File: src/rtl/etb_pkg.sv
// shared types, constants and microcode program of the elimination tree builder
package etb_pkg;

   localparam int NODE_W = 8;
   localparam int SIZE_W = 8;
   localparam int ROWS_W = 16;
   localparam int FILL_W = 32;
   localparam int MAX_NODES_DEF = 256;
   localparam logic [ROWS_W-1:0] ROWS_MAX = {ROWS_W{1'b1}};

   typedef enum logic [1:0] {
      OP_CLEAR = 2'd0,
      OP_BEGIN = 2'd1,
      OP_ENTRY = 2'd2,
      OP_READ  = 2'd3
   } op_type;

   // one word of node storage
   typedef struct packed {
      logic              par_vld;
      logic [NODE_W-1:0] par;
      logic [NODE_W-1:0] mark;
      logic [ROWS_W-1:0] rows;
      logic [SIZE_W-1:0] bsz;
   } node_word_type;

   // microprogram addresses
   typedef logic [3:0] upc_type;
   localparam upc_type UPC_IDLE     = 4'd0;
   localparam upc_type UPC_CLR      = 4'd1;
   localparam upc_type UPC_BEG_RD   = 4'd2;
   localparam upc_type UPC_BEG_WR   = 4'd3;
   localparam upc_type UPC_WALK_RD  = 4'd4;
   localparam upc_type UPC_WALK_UPD = 4'd5;
   localparam upc_type UPC_OK       = 4'd6;
   localparam upc_type UPC_IGN      = 4'd7;
   localparam upc_type UPC_RDN_RD   = 4'd8;
   localparam upc_type UPC_RDN_M1   = 4'd9;
   localparam upc_type UPC_RDN_M2   = 4'd10;
   localparam upc_type UPC_RDN_OUT  = 4'd11;

   typedef enum logic [2:0] {
      JMP_NEXT     = 3'd0,
      JMP_GOTO     = 3'd1,
      JMP_DISPATCH = 3'd2,
      JMP_WALK     = 3'd3,
      JMP_EMIT     = 3'd4
   } jmp_type;

   typedef enum logic [1:0] {
      WR_NONE  = 2'd0,
      WR_BEGIN = 2'd1,
      WR_WALK  = 2'd2
   } wr_type;

   typedef enum logic [1:0] {
      MUL_NONE = 2'd0,
      MUL_RS   = 2'd1,
      MUL_RR   = 2'd2
   } mul_type;

   typedef enum logic [1:0] {
      EMIT_NONE = 2'd0,
      EMIT_OK   = 2'd1,
      EMIT_IGN  = 2'd2,
      EMIT_READ = 2'd3
   } emit_type;

   // control word
   typedef struct packed {
      logic     fetch;
      logic     rd;
      logic     clr;
      wr_type   wr;
      mul_type  mul;
      emit_type emit;
      jmp_type  jmp;
      upc_type  target;
   } ucode_type;

   // datapath conditions seen by the sequencer
   typedef struct packed {
      logic   req_fire;
      op_type op;
      logic   idx_ok;
      logic   entry_ok;
      logic   walk_done;
      logic   out_free;
   } seq_status_type;

   function automatic ucode_type ucode_rom(input upc_type pc);
      ucode_type uc;
      uc = '{fetch: 1'b0, rd: 1'b0, clr: 1'b0, wr: WR_NONE, mul: MUL_NONE,
             emit: EMIT_NONE, jmp: JMP_GOTO, target: UPC_IDLE};
      case (pc)
         UPC_IDLE: begin
            uc.fetch = 1'b1;
            uc.jmp   = JMP_DISPATCH;
         end
         UPC_CLR: begin
            uc.clr    = 1'b1;
            uc.target = UPC_OK;
         end
         UPC_BEG_RD: begin
            uc.rd  = 1'b1;
            uc.jmp = JMP_NEXT;
         end
         UPC_BEG_WR: begin
            uc.wr     = WR_BEGIN;
            uc.target = UPC_OK;
         end
         UPC_WALK_RD: begin
            uc.rd  = 1'b1;
            uc.jmp = JMP_NEXT;
         end
         UPC_WALK_UPD: begin
            uc.wr     = WR_WALK;
            uc.jmp    = JMP_WALK;
            uc.target = UPC_WALK_RD;
         end
         UPC_OK: begin
            uc.emit = EMIT_OK;
            uc.jmp  = JMP_EMIT;
         end
         UPC_IGN: begin
            uc.emit = EMIT_IGN;
            uc.jmp  = JMP_EMIT;
         end
         UPC_RDN_RD: begin
            uc.rd  = 1'b1;
            uc.jmp = JMP_NEXT;
         end
         UPC_RDN_M1: begin
            uc.mul = MUL_RS;
            uc.jmp = JMP_NEXT;
         end
         UPC_RDN_M2: begin
            uc.mul = MUL_RR;
            uc.jmp = JMP_NEXT;
         end
         UPC_RDN_OUT: begin
            uc.emit = EMIT_READ;
            uc.jmp  = JMP_EMIT;
         end
         default: begin
            uc.jmp = JMP_GOTO;
         end
      endcase
      return uc;
   endfunction

endpackage

File: src/rtl/etb_seq.sv
// microcode sequencer: step counter, control rom and jump logic
module etb_seq import etb_pkg::*; (
   input  logic           clock,
   input  logic           reset,
   input  seq_status_type status,
   output ucode_type      ctl
);

   upc_type pc_ff, pc_in;

   assign ctl = ucode_rom(pc_ff);

   always_comb begin
      pc_in = pc_ff;
      case (ctl.jmp)
         JMP_NEXT: begin
            pc_in = pc_ff + upc_type'(1);
         end
         JMP_GOTO: begin
            pc_in = ctl.target;
         end
         JMP_DISPATCH: begin
            if (status.req_fire) begin
               if (status.op == OP_CLEAR) begin
                  pc_in = UPC_CLR;
               end else if (!status.idx_ok) begin
                  pc_in = UPC_IGN;
               end else begin
                  case (status.op)
                     OP_BEGIN: pc_in = UPC_BEG_RD;
                     OP_ENTRY: pc_in = status.entry_ok ? UPC_WALK_RD : UPC_IGN;
                     default:  pc_in = UPC_RDN_RD;
                  endcase
               end
            end
         end
         JMP_WALK: begin
            // loop back until a node already marked with the column is met
            pc_in = status.walk_done ? pc_ff + upc_type'(1) : ctl.target;
         end
         JMP_EMIT: begin
            if (status.out_free) begin
               pc_in = ctl.target;
            end
         end
         default: begin
            pc_in = UPC_IDLE;
         end
      endcase
   end

   always_ff @(posedge clock) begin
      if (reset) begin
         pc_ff <= UPC_IDLE;
      end else begin
         pc_ff <= pc_in;
      end
   end

endmodule

File: config.mk
export PLATFORM = sky130hd
export DESIGN_NAME = etb_seq
export DESIGN_NICKNAME = d
export VERILOG_FILES = /design/src/rtl/etb_pkg.sv /design/src/rtl/etb_seq.sv
export SDC_FILE = /design/constraint.sdc
export NUM_CORES = 1
export LEC_CHECK = 0
export ABC_AREA = 0
export BUFFER_PORTS_ARGS = -buffer_cell sky130_fd_sc_hd__buf_4
export CAP_MARGIN = 20
export CORE_UTILIZATION = 43
export CTS_CLUSTER_SIZE = 28
export DETAILED_ROUTE_END_ITERATION = 10
export PLACE_DENSITY = 0.79
export SYNTH_ARGS = -nofsm -noshare
export SYNTH_HDL_FRONTEND = slang
export SYNTH_SLANG_ARGS = --single-unit
File: constraint.sdc
create_clock -name clock -period 1.65 [get_ports clock]
set_clock_uncertainty 0.05 [all_clocks]
set_input_delay 0 -clock clock [delete_from_list [all_inputs] [get_ports clock]]
set_output_delay 0 -clock clock [all_outputs]
set_load 0.03 [all_outputs]
==> results of run 1 <==
## cell type report
| type | instances | area (um^2) | area share, % |
|---|---|---|---|
| inverters | 10 | 45.0 | 3.76 |
| repair buffers | 52 | 400 | 33.4 |
| multi-input cells | 70 | 624 | 52.1 |
| well taps | 15 | 18.8 | 1.57 |
| flip-flops and latches | 4 | 87.6 | 7.31 |
| clock buffers | 3 | 22.5 | 1.88 |
## critical path, delay by kind of cell, from the launching register on
kind,cells,cell delay (ns)
compound gates,3,0.72
fa+ha+maj,1,0.17
buf+inv,1,0.08
flops,1,0.38
simple gates,2,0.33
## layer usage
| metal | GRT usage (%) | routed length [um] |
|---|---|---|
| met3 | 8.26 | 263 |
| met1 | 31.6 | 955 |
| met2 | 51.6 | 1350 |
| met4 | 11.0 | 132 |
| met5 | 0 | 0 |
## worst max path at each step
| stage | slack, ns | start | cells after the start | endpoint |
|---|---|---|---|---|
| final | -0.21 | pc_ff[0]$_SDFFE_PP0P_ | 7 | pc_ff[1]$_SDFFE_PP0P_ |
| after CTS | -0.13 | pc_ff[1]$_SDFFE_PP0P_ | 7 | pc_ff[1]$_SDFFE_PP0P_ |
| after global routing | -0.23 | pc_ff[1]$_SDFFE_PP0P_ | 7 | pc_ff[1]$_SDFFE_PP0P_ |
| after detailed placement | -0.23 | pc_ff[0]$_SDFFE_PP0P_ | 7 | pc_ff[1]$_SDFFE_PP0P_ |
| after floorplan | -0.10 | pc_ff[1]$_SDFFE_PP0P_ | 8 | pc_ff[1]$_SDFFE_PP0P_ |
| after global placement | -0.13 | pc_ff[0]$_SDFFE_PP0P_ | 7 | pc_ff[1]$_SDFFE_PP0P_ |
## through the flow
| step | utilization [%] | area (um^2) | std cells | setup WS [ns] |
|---|---|---|---|---|
| after floorplan | - | 729 | 91 | -0.100 |
| after global placement | 76.1 | 1050 | 148 | -0.126 |
| after detailed placement | 76.1 | 1050 | 148 | -0.230 |
| after global routing | 86.7 | 1200 | 154 | -0.226 |
| final | 86.7 | 1200 | 154 | -0.207 |
| after CTS | 82.4 | 1140 | 152 | -0.131 |
## cells in the mapped netlist (2+ instances only)
| cell | number | share of area, % |
|---|---|---|
| and3b_1 | 2 | 2.6 |
| nor2_1 | 4 | 2.2 |
| a211oi_1 | 2 | 2.2 |
| o21ai_0 | 4 | 2.9 |
| nor3_1 | 3 | 2.2 |
| a221o_1 | 2 | 2.9 |
| and2_1 | 3 | 2.8 |
| a21oi_1 | 3 | 2.2 |
| nand3_1 | 5 | 3.7 |
| mux2i_1 | 2 | 2.9 |
| nand2b_1 | 3 | 2.8 |
| inv_1 | 10 | 5.5 |
| dfxtp_1 | 4 | 12 |
| a22o_1 | 2 | 2.6 |
| o2bb2ai_1 | 2 | 2.6 |
| nand2_1 | 5 | 2.8 |
| ha_1 | 7 | 13 |
| buf_4 | 5 | 5.5 |
## report_power, final
part / internal (mW) / switching (mW)
combinational: 0.864 / 1.03
clock: 0.0822 / 0.0529
sequential: 0.144 / 0.0858
total: 1.09 / 1.17
## timing repair
item / in CTS / in global routing
gates resized for setup: 10 / 11
gates cloned: 0 / 0
endpoints found under the hold margin: 1 / 0
setup buffers: 0 / 2
hold buffers: 1 / 0
setup endpoints to repair: 7 / 8
pin swaps: 3 / 7
## kinds of logic (layout without fill, tap and decap cells)
family / count (synthesis) / in the layout
DFF: 4 / 4
buffers and inverters: 17 / 65
AOI/OAI and AO/OA: 24 / 24
adders and majority gates: 7 / 7
and+or+nand+nor: 34 / 34
xor gates and xnor gates: 1 / 1
other: 1 / 2
muxes: 2 / 2
==> metrics.txt, run 1 <==
Hold Vio Cnt, Final 0; CTS Buf Count 3; unrepaired setup endpoints after global routing true; RD Place Congestion 0.883; min Tclk post-route 1.86 ns; Post-DRT Antenna Nets 0; CP Data Required Time 1.73 ns; Synth Area in Adders 12.9%; worst hold slack 0.0732 ns; largest registers pc_ff: 4 flops; #FFs+latches synth 4; IO Port Bufs 22; Die Width 41.8 um; critical-path cell list inv_6 -> ha_4 -> and3b_1 -> a32oi_2 -> nand3_2 -> a221o_1 -> a22o_1; post-synthesis sequential area ratio 11.8%; element type at the critical path end flop; Max-cap violations 0; Fmax 0.539 GHz; crit path DAT 1.94 ns; Root Driver clkbuf_4; Distinct cells, synth 40; die height 41.8 um; share of layout cells above drive strength 1 59.0%; antenna violations before repair 0; compound-gate portion of the synthesized area 26.8%; max reg flops 4; drt pass-1 iters 4; Setup crit start kind flop; most frequent cells in the layout buf_4 (49), inv_1 (7), nand2_1 (4), ha_4 (4); routed vias 939; asr flop ratio synth 0%; largest family of logic cells by synthesized area simple AND/OR/NAND/NOR gates; hold_sp status[0]; Fill cells 64; worst-path maximum fanout 6; post-synthesis instance area 681 um^2; TNS Setup -0.636 ns; # nets final 157; Mapped Cells 90; Power, Total 2.26 mW; HP Class in2reg; worst r2r path cells 7; pwr/cell area 1890 mW/mm^2; Worst Hold Path EP pc_ff[2]$_SDFFE_PP0P_; CTS tree yes; largest reg by FF count pc_ff; area grow syn2layout 76.1%; Crit-path slowest cell dfxtp_4; number of synthesized flops with an enable pin 0; synthesis warning total 0; clock-pin slew on the worst setup and hold paths 0.05 ns; pin count of the biggest net entering global routing 10; ys flop type dfxtp_1; setup ws final -0.207 ns; io pins 25; Synth Area in Simple Gates 30.3%; DRT iter0 DRCs 32; LEAKAGE 0.602 nW; Max Buffers Root-to-Sink 2; Peak VDD IR 0.00150 V; Synth Area in XOR/XNOR 1.29%; Tcrit/Tclk final 113%; commonest non-fill, non-tap cell in the layout buf_4; first-pass GRT wire length 3900 um; mux contribution to synthesized area 2.94%; worst reg2reg path startpoint pc_ff[0]$_SDFFE_PP0P_; H-tree levels 1; Setup-failing EPs final 6; Initial Utilization 49.2%; clock sink total 4; Routed WL per cell 17.5 um; Detailed Place HPWL 1710 um; drc violations 0; Max Slew Vio Count 0; final wirelength 2700 um; synthesized area per cell 7.56 um^2; Global Route Usage Sum 28.8%; post-DR vias/cell 6.10; worst reg2reg setup slack -0.21 ns; failing checks setup timing; global route overflow 0; core area 0.00138 mm^2; hold path cells 3; CP Class reg2reg; vias in the first global route 875; worst-skew pair later-pin latency 0.25 ns; slowest stage delay, CP 0.38 ns; outcome finished with violations; Die Area 0.00175 mm^2; R2R Path End pc_ff[1]$_SDFFE_PP0P_; num rows 13; ant diodes 0
No activity file was read; power rests on OpenSTA's default activity.
==> run 2: changes to the inputs <==
- CTS_CLUSTER_SIZE: 28 -> unset
- GPL_TIMING_DRIVEN: unset -> 0
==> metrics.txt, run 2 (synthesis results as in run 1) <==
worst-skew pair later-pin latency 0.25 ns (about the same); DR WL met3 155 um (-41%); Setup-failing EPs final 4 (-2); hold path cells 3 (unchanged); metal2 WL 1320 um (-1.7%); Root Driver clkbuf_4; num rows 13 (unchanged); largest registers pc_ff: 4 flops; Place WS -0.261 ns (-0.0309 ns); Max Slew Vio Count 0 (unchanged); Die Area 0.00175 mm^2 (unchanged); Die Width 41.8 um (unchanged); R2R Path End pc_ff[1]$_SDFFE_PP0P_; dpl cell area 913 um^2 (-13%); drc violations 0 (unchanged); outcome finished with violations; Fill cells 85 (+33%); # nets final 149 (-5.1%); Combinational Power Share 84.3% (+0.4 points); min Tclk post-route 1.78 ns (-0.0802 ns); worst reg2reg setup slack -0.13 ns (+0.08 ns); slowest stage delay, CP 0.37 ns (about the same); area grow syn2layout 73.0%; RD Place Congestion 0.804 (-8.9%); P_sw 1.17 mW (-0.33%); Tcrit/Tclk final 108% (-4.9 points); worst reg2reg path startpoint pc_ff[1]$_SDFFE_PP0P_; TNS Setup -0.325 ns (+0.311 ns); share of layout cells above drive strength 1 60.3% (+1.3 points); die height 41.8 um (unchanged); global route overflow 0 (unchanged); largest reg by FF count pc_ff; Final Util 85.2% (-1.5 points); H-tree levels 1 (unchanged); WP buf/inv 2 (+1); CTS Buf Count 3 (unchanged); post-DR vias/cell 5.94 (-2.6%); Post-DRT Antenna Nets 0 (unchanged); core area 0.00138 mm^2 (unchanged); clock sink total 4 (unchanged); Detailed Place HPWL 1340 um (-21%); Routed WL per cell 17.2 um (-2.0%); drt pass-1 iters 4 (unchanged); Int Pwr 0.980 mW (-10%); vias in the first global route 765 (-13%); element type at the critical path end flop; Worst Hold Path EP pc_ff[2]$_SDFFE_PP0P_; pwr/cell area 1820 mW/mm^2 (-3.3%); critical-path cell list ha_4 -> buf_4 -> buf_4 -> nor2_1 -> nor3_2 -> a221o_1 -> a22o_1; HP Class in2reg; hold_sp status[0]; Crit-path slowest cell dfxtp_4; CP Class reg2reg; cell area after layout 0.00118 mm^2 (-1.8%); Global Route Usage Sum 23.3% (-5.5 points); Power, Total 2.15 mW (-5.0%); commonest non-fill, non-tap cell in the layout buf_4; Sw Ratio 54.3% (+2.6 points); Setup crit start kind flop; io pins 25 (unchanged); sequential cell area 87.6 um^2 (unchanged); CTS tree yes; DRT iter0 DRCs 16 (-50%); worst r2r path cells 7 (unchanged); clock-pin slew on the worst setup and hold paths 0.04 ns (about the same); clock group share of total power 6.0% (about the same); worst-path maximum fanout 5 (-1); most frequent cells in the layout buf_4 (41), inv_1 (7), o21ai_0 (4), nand2_1 (4), ha_4 (4); antenna violations before repair 0 (unchanged); first-pass GRT wire length 3250 um (-17%); Flop pwr share 9.7% (-0.5 points); final wirelength 2510 um (-7.1%); Critical Path Start pc_ff[1]$_SDFFE_PP0P_; Top Layer Used met4; Post-Route M1 WL 986 um (+3.2%); setup ws final -0.127 ns (+0.0802 ns); CP Data Required Time 1.72 ns (about the same); Hold Vio Cnt, Final 0 (unchanged); Fmax 0.563 GHz (+4.5%); pin count of the biggest net entering global routing 11 (+1); ant diodes 0 (unchanged); routed vias 867 (-7.7%); unrepaired setup endpoints after global routing true; max reg flops 4 (unchanged); LEAKAGE 0.570 nW (-5.3%); Top cell by count, worst path buf_4; Peak VDD IR 0.00135 V (-10%); failing checks setup timing; IO Port Bufs 22 (unchanged); Max-cap violations 0 (unchanged); Max Buffers Root-to-Sink 2 (unchanged); crit path DAT 1.85 ns (-0.09 ns); multi-input combinational cell area 672 um^2 (+7.6%); Initial Utilization 49.2% (unchanged); CP delay by family, top compound AO/OA/AOI/OAI gates
==> run 2: layout make-up <==
type	instances	area share [%]
flip-flops and latches	4	7.44
plain buffers	4	2.87
well taps	15	1.59
repair buffers	40	25.5
clock buffers	3	1.91
multi-input cells	70	57.1
inverters	10	3.61
==> run 2: per-stage QoR <==
step | hold WS [ns] | cells
final | 0.0446 | 146
after global routing | 0.0473 | 146
after CTS | 0.0153 | 139
after detailed placement | 0.156 | 128
after global placement | 0.151 | 128
after floorplan | 0.0228 | 91
==> run 2: how the worst max path moves through the flow <==
stage	cells after the start	slack [ns]	endpoint
detailed placement	7	-0.26	pc_ff[1]$_SDFFE_PP0P_
finish	7	-0.13	pc_ff[1]$_SDFFE_PP0P_
floorplan	8	-0.10	pc_ff[1]$_SDFFE_PP0P_
global placement	7	-0.24	pc_ff[1]$_SDFFE_PP0P_
global route	7	-0.17	pc_ff[0]$_SDFFE_PP0P_
CTS	8	-0.18	pc_ff[1]$_SDFFE_PP0P_
==> run 2: power groups by stage <==
stage / logic, mW / registers [mW] / clock network (mW)
CTS: 1.47 / 0.192 / 0.125
detailed placement: 1.33 / 0.181 / 0
global placement: 1.30 / 0.179 / 0
finish: 1.81 / 0.208 / 0.128
global route: 1.89 / 0.214 / 0.144
floorplan: 0.970 / 0.170 / 0
==> run 2: timing repair <==
item	CTS	global route
cloned	0	0
hold buffers	1	0
setup endpoints to repair	5	7
buffers inserted	7	10
pin swaps	7	13
hold endpoints to repair	1	0
resized for setup	12	15
==> run 2: worst register-to-register path: stages (launching register included) <==
cell     delay, ns
dfxtp_4       0.37
ha_4          0.17
buf_4         0.14
buf_4         0.13
nor2_1        0.18
nor3_2        0.08
a221o_1       0.34
a22o_1        0.19
==> run 2: metal layers <==
metal | track usage (%) | vias up
met5 | 0 | -
met4 | 1.94 | 0
met3 | 6.52 | 6
met2 | 43.1 | 44
met1 | 27.2 | 418
li1 | - | 399
==> run 3: changes to the inputs <==
- CAP_MARGIN: 20 -> unset
- GPL_TIMING_DRIVEN: 0 -> 1
- SKIP_CTS_REPAIR_TIMING: unset -> 1
==> metrics.txt, run 3 (synthesis results as in run 1) <==
ant diodes 0 (unchanged); RD Place Congestion 0.883 (+9.7%); worst hold slack 0.0543 ns (+0.00977 ns); most frequent cells in the layout buf_4 (45), inv_1 (6), o21ai_0 (4), ha_4 (4), buf_6 (4); Global Route Usage Sum 26.2% (+3.0 points); CTS tree yes; Critical Path Start pc_ff[0]$_SDFFE_PP0P_; global route overflow 0 (unchanged); unrepaired setup endpoints after global routing true; Detailed Place HPWL 1710 um (+27%); first-pass GRT wire length 3530 um (+8.7%); commonest non-fill, non-tap cell in the layout buf_4; Routed WL per cell 19.3 um (+13%); vias in the first global route 795 (+3.9%); LEAKAGE 0.595 nW (+4.5%); pwr/cell area 1870 mW/mm^2 (+2.4%); Peak VDD IR 0.00142 V (+5.4%); # nets final 155 (+4.0%); Fmax 0.535 GHz (-4.9%); area grow syn2layout 77.9%; worst reg2reg setup slack -0.22 ns (-0.09 ns); CP Class reg2reg; setup ws final -0.219 ns (-0.0923 ns); H-tree levels 1 (unchanged); Die Width 41.8 um (unchanged); die height 41.8 um (unchanged); routed vias 976 (+13%); clock-pin slew on the worst setup and hold paths 0.04 ns (about the same); pin count of the biggest net entering global routing 10 (-1); max reg flops 4 (unchanged); Max Buffers Root-to-Sink 2 (unchanged); Hold Vio Cnt, Final 0 (unchanged); antenna violations before repair 0 (unchanged); outcome finished with violations; worst-skew pair later-pin latency 0.24 ns (about the same); Post-DRT Antenna Nets 0 (unchanged); Fill cells 67 (-21%); Root Driver clkbuf_4; final wirelength 2940 um (+17%); Die Area 0.00175 mm^2 (unchanged); io pins 25 (unchanged); Setup crit start kind flop; IO Port Bufs 22 (unchanged); failing checks setup timing; Initial Utilization 49.2% (unchanged); Max Slew Vio Count 0 (unchanged); slowest stage delay, CP 0.36 ns (about the same); worst-path maximum fanout 6 (+1); clock sink total 4 (unchanged); num rows 13 (unchanged); DRT iter0 DRCs 56 (+40); drc violations 0 (unchanged); Setup-failing EPs final 5 (+1); largest reg by FF count pc_ff; Tcrit/Tclk final 113% (+5.6 points); Crit-path slowest cell dfxtp_4; largest registers pc_ff: 4 flops; share of layout cells above drive strength 1 62.8% (+2.5 points); Power, Total 2.26 mW (+5.4%); post-DR vias/cell 6.42 (+8.1%); Final Util 87.6% (+2.4 points); Max-cap violations 0 (unchanged); critical-path cell list inv_4 -> ha_4 -> and3b_1 -> a32oi_2 -> nand3_2 -> a221o_1 -> a22o_1; min Tclk post-route 1.87 ns (+0.0923 ns); crit path DAT 1.95 ns (+0.10 ns); core area 0.00138 mm^2 (unchanged); CP Data Required Time 1.73 ns (about the same); worst reg2reg path startpoint pc_ff[0]$_SDFFE_PP0P_; hold_sp status[0]; CTS Buf Count 3 (unchanged); TNS Setup -0.513 ns (-0.188 ns); HP Class in2reg; drt pass-1 iters 5 (+1); element type at the critical path end flop
==> run 3: changes by cell type in the layout (fill, tap and decap cells not counted), sizes merged <==
| cell | change |
|---|---|
| buf | +7 |
| clkbuf | -1 |
==> run 3: cell type report <==
| type | instances | area, um^2 | share of cell area, % |
|---|---|---|---|
| clock buffer | 3 | 22.5 | 1.86 |
| timing repair buffer | 50 | 393 | 32.4 |
| inverter | 10 | 42.5 | 3.51 |
| multi-input combinational | 70 | 647 | 53.4 |
| sequential | 4 | 87.6 | 7.23 |
| tap | 15 | 18.8 | 1.55 |
==> run 3: final timing paths <==
path / end / depth (start not counted)
max: pc_ff[1]$_SDFFE_PP0P_ / 7
min: pc_ff[2]$_SDFFE_PP0P_ / 3
max reg2reg: pc_ff[1]$_SDFFE_PP0P_ / 7
min reg2reg: pc_ff[1]$_SDFFE_PP0P_ / 1
==> run 3: where the power goes <==
part	leakage, nW	internal [mW]	switching [mW]
Clock	0.0138	0.0816	0.0436
Combinational	0.547	0.839	1.07
Sequential	0.0342	0.144	0.0779
==> run 3: critical path: cells and delay by family, from the launching register on <==
| kind | cells | cell delay [ns] |
|---|---|---|
| buf+inv | 1 | 0.09 |
| fa+ha+maj | 1 | 0.18 |
| flops | 1 | 0.36 |
| compound gates | 3 | 0.73 |
| simple gates | 2 | 0.35 |
==> run 3: per-stage QoR <==
stage / setup WS [ns] / cells / instance area [um^2]
floorplan: -0.100 / 91 / 729
global placement: -0.126 / 148 / 1050
detailed placement: -0.230 / 148 / 1050
CTS: -0.234 / 151 / 1070
global route: -0.241 / 152 / 1210
finish: -0.219 / 152 / 1210
==> run 3: per-layer routing <==
| metal | global-route usage [%] | vias up | part of all wire [%] |
|---|---|---|---|
| met5 | 0 | - | 0 |
| met2 | 47.8 | 99 | 50 |
| li1 | - | 409 | - |
| met4 | 7.74 | 0 | 3.0 |
| met1 | 30.3 | 452 | 37 |
| met3 | 5.22 | 16 | 9.5 |
